$ cat src/hdl/htok_pkg.sv
// ----------------------------------------------------------------------------
// htok_pkg
// Shared types and constants of the request head tokenizer.
// ----------------------------------------------------------------------------
package htok_pkg;

  localparam logic [7:0] CH_CR    = 8'h0D;
  localparam logic [7:0] CH_LF    = 8'h0A;
  localparam logic [7:0] CH_SP    = 8'h20;
  localparam logic [7:0] CH_COLON = 8'h3A;

  localparam logic [2:0] CLS_METHOD  = 3'd0;
  localparam logic [2:0] CLS_URL     = 3'd1;
  localparam logic [2:0] CLS_VERSION = 3'd2;
  localparam logic [2:0] CLS_KEY     = 3'd3;
  localparam logic [2:0] CLS_VALUE   = 3'd4;
  localparam logic [2:0] CLS_DELIM   = 3'd5;

  typedef struct packed {
    logic [7:0] data;
    logic [2:0] cls;
    logic       line_end;
    logic       header_ok;
    logic       is_get;
    logic       head_done;
    logic       error_code;
  } res_t;

  // one entry holds one or two results; an accepted byte gives none, one or two
  typedef struct packed {
    res_t r0;
    res_t r1;
    logic two;
  } ent_t;

  function automatic res_t mk_res(logic [7:0] data, logic [2:0] cls, logic le,
                                  logic ok, logic get, logic done, logic err);
    res_t r;
    r.data       = data;
    r.cls        = cls;
    r.line_end   = le;
    r.header_ok  = ok;
    r.is_get     = get;
    r.head_done  = done;
    r.error_code = err;
    return r;
  endfunction

endpackage

$ cat src/hdl/htok_front.sv
// ----------------------------------------------------------------------------
// htok_front
// Parses one byte per cycle while accept is high, tracks line state and builds result entries.
// ----------------------------------------------------------------------------
module htok_front
  import htok_pkg::*;
(
  input  logic       clk,
  input  logic       rst_n,
  input  logic       accept,
  input  logic [7:0] in_byte,
  output logic       ent_valid,
  output ent_t       ent
);

  typedef enum logic [2:0] {
    PH_METHOD  = 3'd0,
    PH_URL     = 3'd1,
    PH_VERSION = 3'd2,
    PH_KEY     = 3'd3,
    PH_VALUE   = 3'd4
  } phase_t;

  typedef enum logic [1:0] {
    HELD_NONE  = 2'd0,
    HELD_CR    = 2'd1,
    HELD_COLON = 2'd2
  } held_t;

  localparam logic [2:0] GMP_MATCH = 3'd3;
  localparam logic [2:0] GMP_FAIL  = 3'd4;

  phase_t     phase_r, phase_nxt;
  held_t      held_r, held_nxt;
  logic       lhb_r, lhb_nxt;
  logic       kne_r, kne_nxt;
  logic       vne_r, vne_nxt;
  logic [2:0] gmp_r, gmp_nxt;

  logic [1:0] n;
  logic       pre_en;
  logic [7:0] pre_b;
  logic       do_proc;
  res_t       r0, r1, rnew;

  function automatic logic [7:0] get_char(logic [1:0] idx);
    logic [7:0] c;
    case (idx)
      2'd0:    c = 8'h47;
      2'd1:    c = 8'h45;
      default: c = 8'h54;
    endcase
    return c;
  endfunction

  function automatic logic [2:0] gmp_next(logic [2:0] g, logic [7:0] b);
    logic [7:0] up;
    up = (b >= 8'h61 && b <= 8'h7A) ? b - 8'd32 : b;
    if (g < GMP_MATCH && up == get_char(g[1:0])) begin
      return g + 3'd1;
    end
    return GMP_FAIL;
  endfunction

  always_comb begin
    phase_nxt = phase_r;
    held_nxt  = HELD_NONE;
    lhb_nxt   = lhb_r;
    kne_nxt   = kne_r;
    vne_nxt   = vne_r;
    gmp_nxt   = gmp_r;
    n         = 2'd0;
    r0        = '0;
    r1        = '0;
    rnew      = '0;
    pre_en    = 1'b0;
    pre_b     = CH_CR;
    do_proc   = 1'b0;

    if (held_r == HELD_CR) begin
      if (in_byte == CH_LF) begin
        r0 = mk_res(CH_CR, CLS_DELIM, 1'b0, 1'b0, 1'b0, 1'b0, 1'b0);
        n  = 2'd2;
        if (phase_r == PH_METHOD && !lhb_r) begin
          r1 = mk_res(CH_LF, CLS_DELIM, 1'b0, 1'b0, 1'b0, 1'b0, 1'b0);
        end else begin
          lhb_nxt = 1'b0;
          kne_nxt = 1'b0;
          vne_nxt = 1'b0;
          if (phase_r == PH_KEY) begin
            r1 = mk_res(CH_LF, CLS_DELIM, 1'b1, 1'b0, 1'b0, 1'b1, 1'b0);
            phase_nxt = PH_METHOD;
            gmp_nxt   = '0;
          end else if (phase_r == PH_VALUE) begin
            r1 = mk_res(CH_LF, CLS_DELIM, 1'b1, kne_r & vne_r, 1'b0, 1'b0, 1'b0);
            phase_nxt = PH_KEY;
          end else begin
            r1 = mk_res(CH_LF, CLS_DELIM, 1'b1, 1'b0, gmp_r == GMP_MATCH, 1'b0,
                        phase_r != PH_VERSION);
            phase_nxt = PH_KEY;
          end
        end
      end else begin
        pre_en  = 1'b1;
        pre_b   = CH_CR;
        do_proc = 1'b1;
      end
    end else if (held_r == HELD_COLON) begin
      if (in_byte == CH_SP && phase_r == PH_KEY) begin
        r0 = mk_res(CH_COLON, CLS_DELIM, 1'b0, 1'b0, 1'b0, 1'b0, 1'b0);
        r1 = mk_res(CH_SP, CLS_DELIM, 1'b0, 1'b0, 1'b0, 1'b0, 1'b0);
        n  = 2'd2;
        phase_nxt = PH_VALUE;
      end else begin
        pre_en  = 1'b1;
        pre_b   = CH_COLON;
        do_proc = 1'b1;
      end
    end else begin
      do_proc = 1'b1;
    end

    // held byte turns into a field byte
    if (pre_en) begin
      if (phase_nxt == PH_METHOD) begin
        gmp_nxt = gmp_next(gmp_nxt, pre_b);
      end else if (phase_nxt == PH_KEY) begin
        kne_nxt = 1'b1;
      end else if (phase_nxt == PH_VALUE) begin
        vne_nxt = 1'b1;
      end
      lhb_nxt = 1'b1;
      r0 = mk_res(pre_b, 3'(phase_nxt), 1'b0, 1'b0, 1'b0, 1'b0, 1'b0);
      n  = 2'd1;
    end

    if (do_proc) begin
      if (in_byte == CH_CR) begin
        held_nxt = HELD_CR;
      end else if ((phase_nxt == PH_METHOD || phase_nxt == PH_URL) && in_byte == CH_SP) begin
        lhb_nxt   = 1'b1;
        rnew      = mk_res(CH_SP, CLS_DELIM, 1'b0, 1'b0, 1'b0, 1'b0, 1'b0);
        n         = n + 2'd1;
        phase_nxt = (phase_nxt == PH_METHOD) ? PH_URL : PH_VERSION;
      end else if (phase_nxt == PH_KEY && in_byte == CH_COLON) begin
        held_nxt = HELD_COLON;
        lhb_nxt  = 1'b1;
      end else begin
        if (phase_nxt == PH_METHOD) begin
          gmp_nxt = gmp_next(gmp_nxt, in_byte);
        end else if (phase_nxt == PH_KEY) begin
          kne_nxt = 1'b1;
        end else if (phase_nxt == PH_VALUE) begin
          vne_nxt = 1'b1;
        end
        lhb_nxt = 1'b1;
        rnew    = mk_res(in_byte, 3'(phase_nxt), 1'b0, 1'b0, 1'b0, 1'b0, 1'b0);
        n       = n + 2'd1;
      end
      if (pre_en) begin
        r1 = rnew;
      end else begin
        r0 = rnew;
      end
    end
  end

  assign ent_valid = accept && (n != 2'd0);
  assign ent.r0    = r0;
  assign ent.r1    = r1;
  assign ent.two   = n[1];

  always_ff @(posedge clk) begin
    if (!rst_n) begin
      phase_r <= PH_METHOD;
      held_r  <= HELD_NONE;
      lhb_r   <= 1'b0;
      kne_r   <= 1'b0;
      vne_r   <= 1'b0;
      gmp_r   <= '0;
    end else if (accept) begin
      phase_r <= phase_nxt;
      held_r  <= held_nxt;
      lhb_r   <= lhb_nxt;
      kne_r   <= kne_nxt;
      vne_r   <= vne_nxt;
      gmp_r   <= gmp_nxt;
    end
  end

endmodule

$ cat src/hdl/htok_fifo.sv
// ----------------------------------------------------------------------------
// htok_fifo
// Short queue of result entries between front and back.
// ----------------------------------------------------------------------------
module htok_fifo
  import htok_pkg::*;
#(
  parameter int DEPTH = 4
)(
  input  logic clk,
  input  logic rst_n,
  input  logic wr_en,
  input  ent_t wr_data,
  input  logic rd_en,
  output ent_t rd_data,
  output logic fifo_full,
  output logic fifo_empty
);

  localparam int PW = (DEPTH > 1) ? $clog2(DEPTH) : 1;
  localparam int CW = $clog2(DEPTH + 1);

  ent_t            mem_r [DEPTH];
  logic [PW-1:0]   wr_ptr_r, wr_ptr_nxt;
  logic [PW-1:0]   rd_ptr_r, rd_ptr_nxt;
  logic [CW-1:0]   cnt_r, cnt_nxt;
  logic            do_wr, do_rd;

  assign fifo_full  = (cnt_r == CW'(DEPTH));
  assign fifo_empty = (cnt_r == '0);
  assign do_wr      = wr_en && !fifo_full;
  assign do_rd      = rd_en && !fifo_empty;
  assign rd_data    = mem_r[rd_ptr_r];

  always_comb begin
    wr_ptr_nxt = wr_ptr_r;
    rd_ptr_nxt = rd_ptr_r;
    cnt_nxt    = cnt_r;
    if (do_wr) begin
      wr_ptr_nxt = (wr_ptr_r == PW'(DEPTH - 1)) ? '0 : wr_ptr_r + PW'(1);
    end
    if (do_rd) begin
      rd_ptr_nxt = (rd_ptr_r == PW'(DEPTH - 1)) ? '0 : rd_ptr_r + PW'(1);
    end
    if (do_wr && !do_rd) begin
      cnt_nxt = cnt_r + CW'(1);
    end else if (do_rd && !do_wr) begin
      cnt_nxt = cnt_r - CW'(1);
    end
  end

  always_ff @(posedge clk) begin
    if (do_wr) begin
      mem_r[wr_ptr_r] <= wr_data;
    end
    if (!rst_n) begin
      wr_ptr_r <= '0;
      rd_ptr_r <= '0;
      cnt_r    <= '0;
    end else begin
      wr_ptr_r <= wr_ptr_nxt;
      rd_ptr_r <= rd_ptr_nxt;
      cnt_r    <= cnt_nxt;
    end
  end

endmodule

$ cat src/hdl/htok_back.sv
// ----------------------------------------------------------------------------
// htok_back
// Splits queued entries into single results and holds the output register.
// ----------------------------------------------------------------------------
module htok_back
  import htok_pkg::*;
(
  input  logic clk,
  input  logic rst_n,
  input  ent_t head,
  input  logic head_empty,
  output logic head_pop,
  input  logic pop,
  output logic empty,
  output res_t res,
  output logic res_last
);

  res_t res_r, res_nxt;
  logic last_r, last_nxt;
  logic valid_r, valid_nxt;
  logic sub_r, sub_nxt;
  logic load, take;

  assign load = !valid_r || pop;
  assign take = load && !head_empty;

  always_comb begin
    res_nxt   = res_r;
    last_nxt  = last_r;
    valid_nxt = valid_r && !pop;
    sub_nxt   = sub_r;
    head_pop  = 1'b0;
    if (take) begin
      valid_nxt = 1'b1;
      if (head.two && !sub_r) begin
        res_nxt  = head.r0;
        last_nxt = 1'b0;
        sub_nxt  = 1'b1;
      end else begin
        res_nxt  = sub_r ? head.r1 : head.r0;
        last_nxt = 1'b1;
        sub_nxt  = 1'b0;
        head_pop = 1'b1;
      end
    end
  end

  always_ff @(posedge clk) begin
    res_r  <= res_nxt;
    last_r <= last_nxt;
    if (!rst_n) begin
      valid_r <= 1'b0;
      sub_r   <= 1'b0;
    end else begin
      valid_r <= valid_nxt;
      sub_r   <= sub_nxt;
    end
  end

  assign empty    = !valid_r;
  assign res      = res_r;
  assign res_last = last_r;

endmodule

$ cat src/hdl/http_request_head_tokenizer_core.sv
// path: an accepted byte's results are written to the entry queue, then loaded into the output register
// throughput: one byte per cycle while full is low; a byte with two results holds the output for two pops
// the output pop rate sets the pace, the entry queue absorbs short stalls
// reset: synchronous active-low rst_n clears parser state, queue pointers and the valid flag of the output register
// ----------------------------------------------------------------------------
// http_request_head_tokenizer_core
// Tags each byte of an HTTP request head with its field and line events.
// ----------------------------------------------------------------------------
module http_request_head_tokenizer_core
  import htok_pkg::*;
#(
  parameter int QUEUE_DEPTH = 4
)(
  input  logic       clk,
  input  logic       rst_n,
  input  logic       push,
  output logic       full,
  input  logic [7:0] in_byte,
  output logic       empty,
  input  logic       pop,
  output logic [7:0] out_byte,
  output logic [2:0] out_field_class,
  output logic       out_line_end,
  output logic       out_header_ok,
  output logic       out_is_get,
  output logic       out_head_done,
  output logic       out_error_code,
  output logic       out_last
);

  logic accept;
  logic ent_valid;
  ent_t ent;
  ent_t head;
  logic head_empty;
  logic head_pop;
  res_t res;

  assign accept = push && !full;

  htok_front u_front (
    .clk       (clk),
    .rst_n     (rst_n),
    .accept    (accept),
    .in_byte   (in_byte),
    .ent_valid (ent_valid),
    .ent       (ent)
  );

  htok_fifo #(
    .DEPTH (QUEUE_DEPTH)
  ) u_fifo (
    .clk        (clk),
    .rst_n      (rst_n),
    .wr_en      (ent_valid),
    .wr_data    (ent),
    .rd_en      (head_pop),
    .rd_data    (head),
    .fifo_full  (full),
    .fifo_empty (head_empty)
  );

  htok_back u_back (
    .clk        (clk),
    .rst_n      (rst_n),
    .head       (head),
    .head_empty (head_empty),
    .head_pop   (head_pop),
    .pop        (pop),
    .empty      (empty),
    .res        (res),
    .res_last   (out_last)
  );

  assign out_byte        = res.data;
  assign out_field_class = res.cls;
  assign out_line_end    = res.line_end;
  assign out_header_ok   = res.header_ok;
  assign out_is_get      = res.is_get;
  assign out_head_done   = res.head_done;
  assign out_error_code  = res.error_code;

endmodule
$ cat config.mk
export PLATFORM = sky130hd
export DESIGN_NAME = http_request_head_tokenizer_core
export DESIGN_NICKNAME = d
export VERILOG_FILES = /design/src/hdl/htok_pkg.sv /design/src/hdl/htok_front.sv /design/src/hdl/htok_fifo.sv /design/src/hdl/htok_back.sv /design/src/hdl/http_request_head_tokenizer_core.sv
export SDC_FILE = /design/constraint.sdc
export NUM_CORES = 1
export LEC_CHECK = 0
export BUFFER_PORTS_ARGS = -buffer_cell sky130_fd_sc_hd__clkbuf_2
export CORE_AREA = 10 10 133 135
export DETAILED_ROUTE_END_ITERATION = 10
export DIE_AREA = 0 0 143 145
export SLEW_MARGIN = 20
export SYNTH_ARGS = -nofsm -noshare
export SYNTH_HDL_FRONTEND = slang
export SYNTH_SLANG_ARGS = --single-unit
$ cat constraint.sdc
create_clock -name clk -period 7.5 [get_ports clk]
set_input_delay 1.5 -clock clk [delete_from_list [all_inputs] [get_ports clk]]
set_output_delay 1.5 -clock clk [all_outputs]
set_load 0.02 [all_outputs]
==> results by group <==
Yosys
  – Synth warnings: 0
  – Prevailing post-synth register cell: edfxtp_1
  – #FFs+latches synth: 151
  – Synth cell types: 60
  – Mapped Nets: 466
  – Async set-reset flop share out of synthesis: 0%
  – Post-Synthesis Cells: 443
  – EDFF count, synth: roughly 130
  – Average cell area after synthesis: 14.9 µm²
  – Synthesized cell area: 6600 µm²
  – Seq/Total Area, Yosys: 65.3%

Flow run
  – Max_cap viols: 0

Clock network
  – Reg clk slew, reported paths: 0.06 ns
  – Clk sink count: 151
  – Num CTS Buffers: 17
  – Post-cts sizing count: 0
  – Post-CTS Setup Inserts: 0
  – Clock root cell: clkbuf_16
  – Post-CTS Hold Buffers: 0
  – Clock buffer depth: 2
  – H-tree depth: 4
  – Worst-skew pair later-pin latency: between 0.4 and 0.5 ns
  – CTS tree: yes

Setup path
  – Worst path bufs/invs: 2
  – Cell family with most CP delay: simple AND/OR/NAND/NOR gates
  – Worst EP arrival: 4.69 ns
  – Critical path's slowest cell: nor4_2
  – Worst-path maximum fanout: 10
  – Crit path kind: in -> reg
  – Sequence of cells on the critical path: clkbuf_2, nor4_2, nand4_1, a21oi_1, nor2_1, ha_1, inv_1, fa_1, xor2_1, or3_1, a21oi_1
  – Worst Path Required: 7.84 ns
  – Startpoint types: primary input
  – Most used cell, CP: a21oi_1
  – Critical Path Max Stage Delay: approximately 0.8 ns
  – Worst Setup End Kind: register

Run status
  – Status: finished clean

STA
  – Slew headroom: 36.8%
  – Crit path time final: 4.34 ns
  – Fin Setup TNS: 0 ns
  – Worst Max-Slew Pin Slew: about 0.93 ns
  – FMAX: 230 MHz
  – Slew Limit Fails: 0
  – Setup Skew: 0.0138 ns
  – Unrepaired setup endpoints after global routing: no
  – Finish-stage setup viols: 0
  – Period utilisation layout: between 50 and 60%
  – Fin. Hold Viols: 0

Final layout
  – N_diodes: 0
  – Final Non-Filler Cells: 676
  – Share of layout cells above drive strength 1: 23.6%
  – Nets: 498
  – Synth-to-Final Area Change: 13.9%

Floorplan
  – Core region area: roughly 15000 µm²
  – Die Ht: roughly 150 µm
  – Die area: 20700 µm²
  – # rows: 45
  – Io pins: 31
  – Die width: 143 µm
  – Initial Util: 43.9%

Power
  – Worst vdd ir: 0.000152 V
  – Power Dens Cells: around 340 nW/µm²
  – Leakage: 2.57 nW

Placement
  – GP Congestion: 0.920
  – # port buffers: 30
  – DP Cell Count: 644
  – HPWL after DPL: 9.39 mm

Route
  – Via density per instance: 5.80
  – Final ANT Viol Nets: 0
  – DRC viols: 0
  – Iter 0 DRT Violations: around 270
  – Drt pass-1 iters: 5
  – Wire per inst: 21.1 µm
  – Drt total wl: around 14 mm
  – Vias: 3922

Worst hold path
  – HP Class: reg -> reg

GRT
  – GRT Overall Usage: 14.4%
  – Initial antenna violation count: 0
  – Congestion Overflow GR: 0
  – First-pass GRT wire length: between 20 and 25 mm
  – Number of global-route vias before repair: between 3k and 4k
  – Largest net degree at the start of global routing: 29
-- kinds of logic (layout without fill, tap and decap cells) --
kind of cell,count (synthesis),in the layout,share of synthesized area [%]
DFF,151,151,65.3
and+or+nand+nor,131,131,11.1
AOI/OAI and AO/OA,65,65,6.44
muxes,43,43,12.1
buffers and inverters,37,82,2.16
adders and majority gates,11,11,2.20
xor gates and xnor gates,5,5,0.663
-- area by class of cell --
class                      instances  area (µm²)
clock buffer                      20         437
clock inverter                    12         134
fill                            1254        7520
inverter                          16        60.1
multi-input combinational        255        2150
sequential                       151        4320
tap                              188         235
timing repair buffer              34         180
-- stage by stage --
stage / worst slack (ns) / hold WS (ns) / util, % / area (µm²) / power, W
6_report: 3.16 / 0.464 / 50.0 / 7520 / 0.00253
2_1_floorplan: 3.60 / 0.425 / - / 6600 / 0.00157
5_1_grt: 2.93 / 0.501 / 50.0 / 7520 / 0.00266
3_5_place_dp: 2.83 / 0.453 / 46.2 / 6940 / 0.00174
4_1_cts: 3.25 / 0.464 / 50.0 / 7510 / 0.00257
3_3_place_gp: 3.03 / 0.444 / 46.2 / 6940 / 0.00173
-- sequential cells by signal, indices dropped and copies added, names as in the netlist, named ones only --
register	count
u_back.res	16
u_front.vne_r	1
u_front.phase_r	3
u_fifo.wr_ptr_r	2
u_fifo.mem_r	112
u_fifo.rd_ptr_r	2
u_back.res_last	1
u_back.sub_r	1
u_back.valid_r	1
u_front.lhb_r	1
u_front.gmp_r	3
u_front.held_r	2
u_fifo.cnt_r	3
u_front.kne_r	1
-- layer usage --
layer / vias to the layer above / share of wire [%] / GRT usage (%)
met5: - / 0 / 0
met4: 0 / 1.6 / 5.31
met3: 21 / 4.8 / 3.81
met2: 127 / 49 / 22.6
met1: 1982 / 45 / 18.6
li1: 1792 / - / -
-- cell usage in the layout, fill, tap and decap left out, drive strengths merged, types with 3 or more instances in the layout --
cell type,n
mux2,12
nand3,6
nor3,7
nand4,9
nor2,30
nand2b,6
and4,3
mux2i,3
inv,16
bufinv,3
edfxtp,129
a31oi,7
ha,10
dfxtp,22
xor2,3
buf,4
nand2,25
or4,3
o21ai,18
nor2b,5
a211oi,3
or3,3
nor4,6
and2,14
clkinv,9
nor3b,3
mux4,28
clkbuf,50
a21oi,18
-- worst min-delay path: stages (launching register included) --
cell and delay [ns]:
dfxtp_1 0.32, nand2_1 0.05, o21ai_1 0.05
-- final timing paths --
path	startpoint	endpoint	slack, ns	cells past startpoint
hold reg to reg	u_front.kne_r$_SDFFE_PN0P_	u_front.kne_r$_SDFFE_PN0P_	0.46	2
hold / removal	u_front.kne_r$_SDFFE_PN0P_	u_front.kne_r$_SDFFE_PN0P_	0.46	2
setup reg to reg	u_front.phase_r[2]$_SDFFE_PN0P_	u_fifo.cnt_r[2]$_SDFFE_PN0P_	4.11	10
setup / recovery	in_byte[4]	u_fifo.cnt_r[2]$_SDFFE_PN0P_	3.16	11
-- cell usage after synthesis (7+ instances only) --
master    number  share of area [%]
inv_1         16               0.91
nand2_1       25                1.4
and2_1        14                1.3
a21oi_1       18                1.4
o21ai_0       14                1.1
a31oi_1        7               0.66
mux4_2        28                9.6
clkbuf_1      15               0.85
mux2_2        12                2.0
ha_1          10                1.9
edfxtp_1     129                 59
nand4_1        9               0.85
nor2_1        30                1.7
dfxtp_1       22                6.7
-- power breakdown --
part           leakage, nW  internal [W]  total, W  switching [W]
logic                0.886      0.000264  0.000544       0.000280
clock network        0.281      0.000516  0.000825       0.000309
registers             1.40       0.00106   0.00116       0.000100
Power figures use the tool's default switching activity.
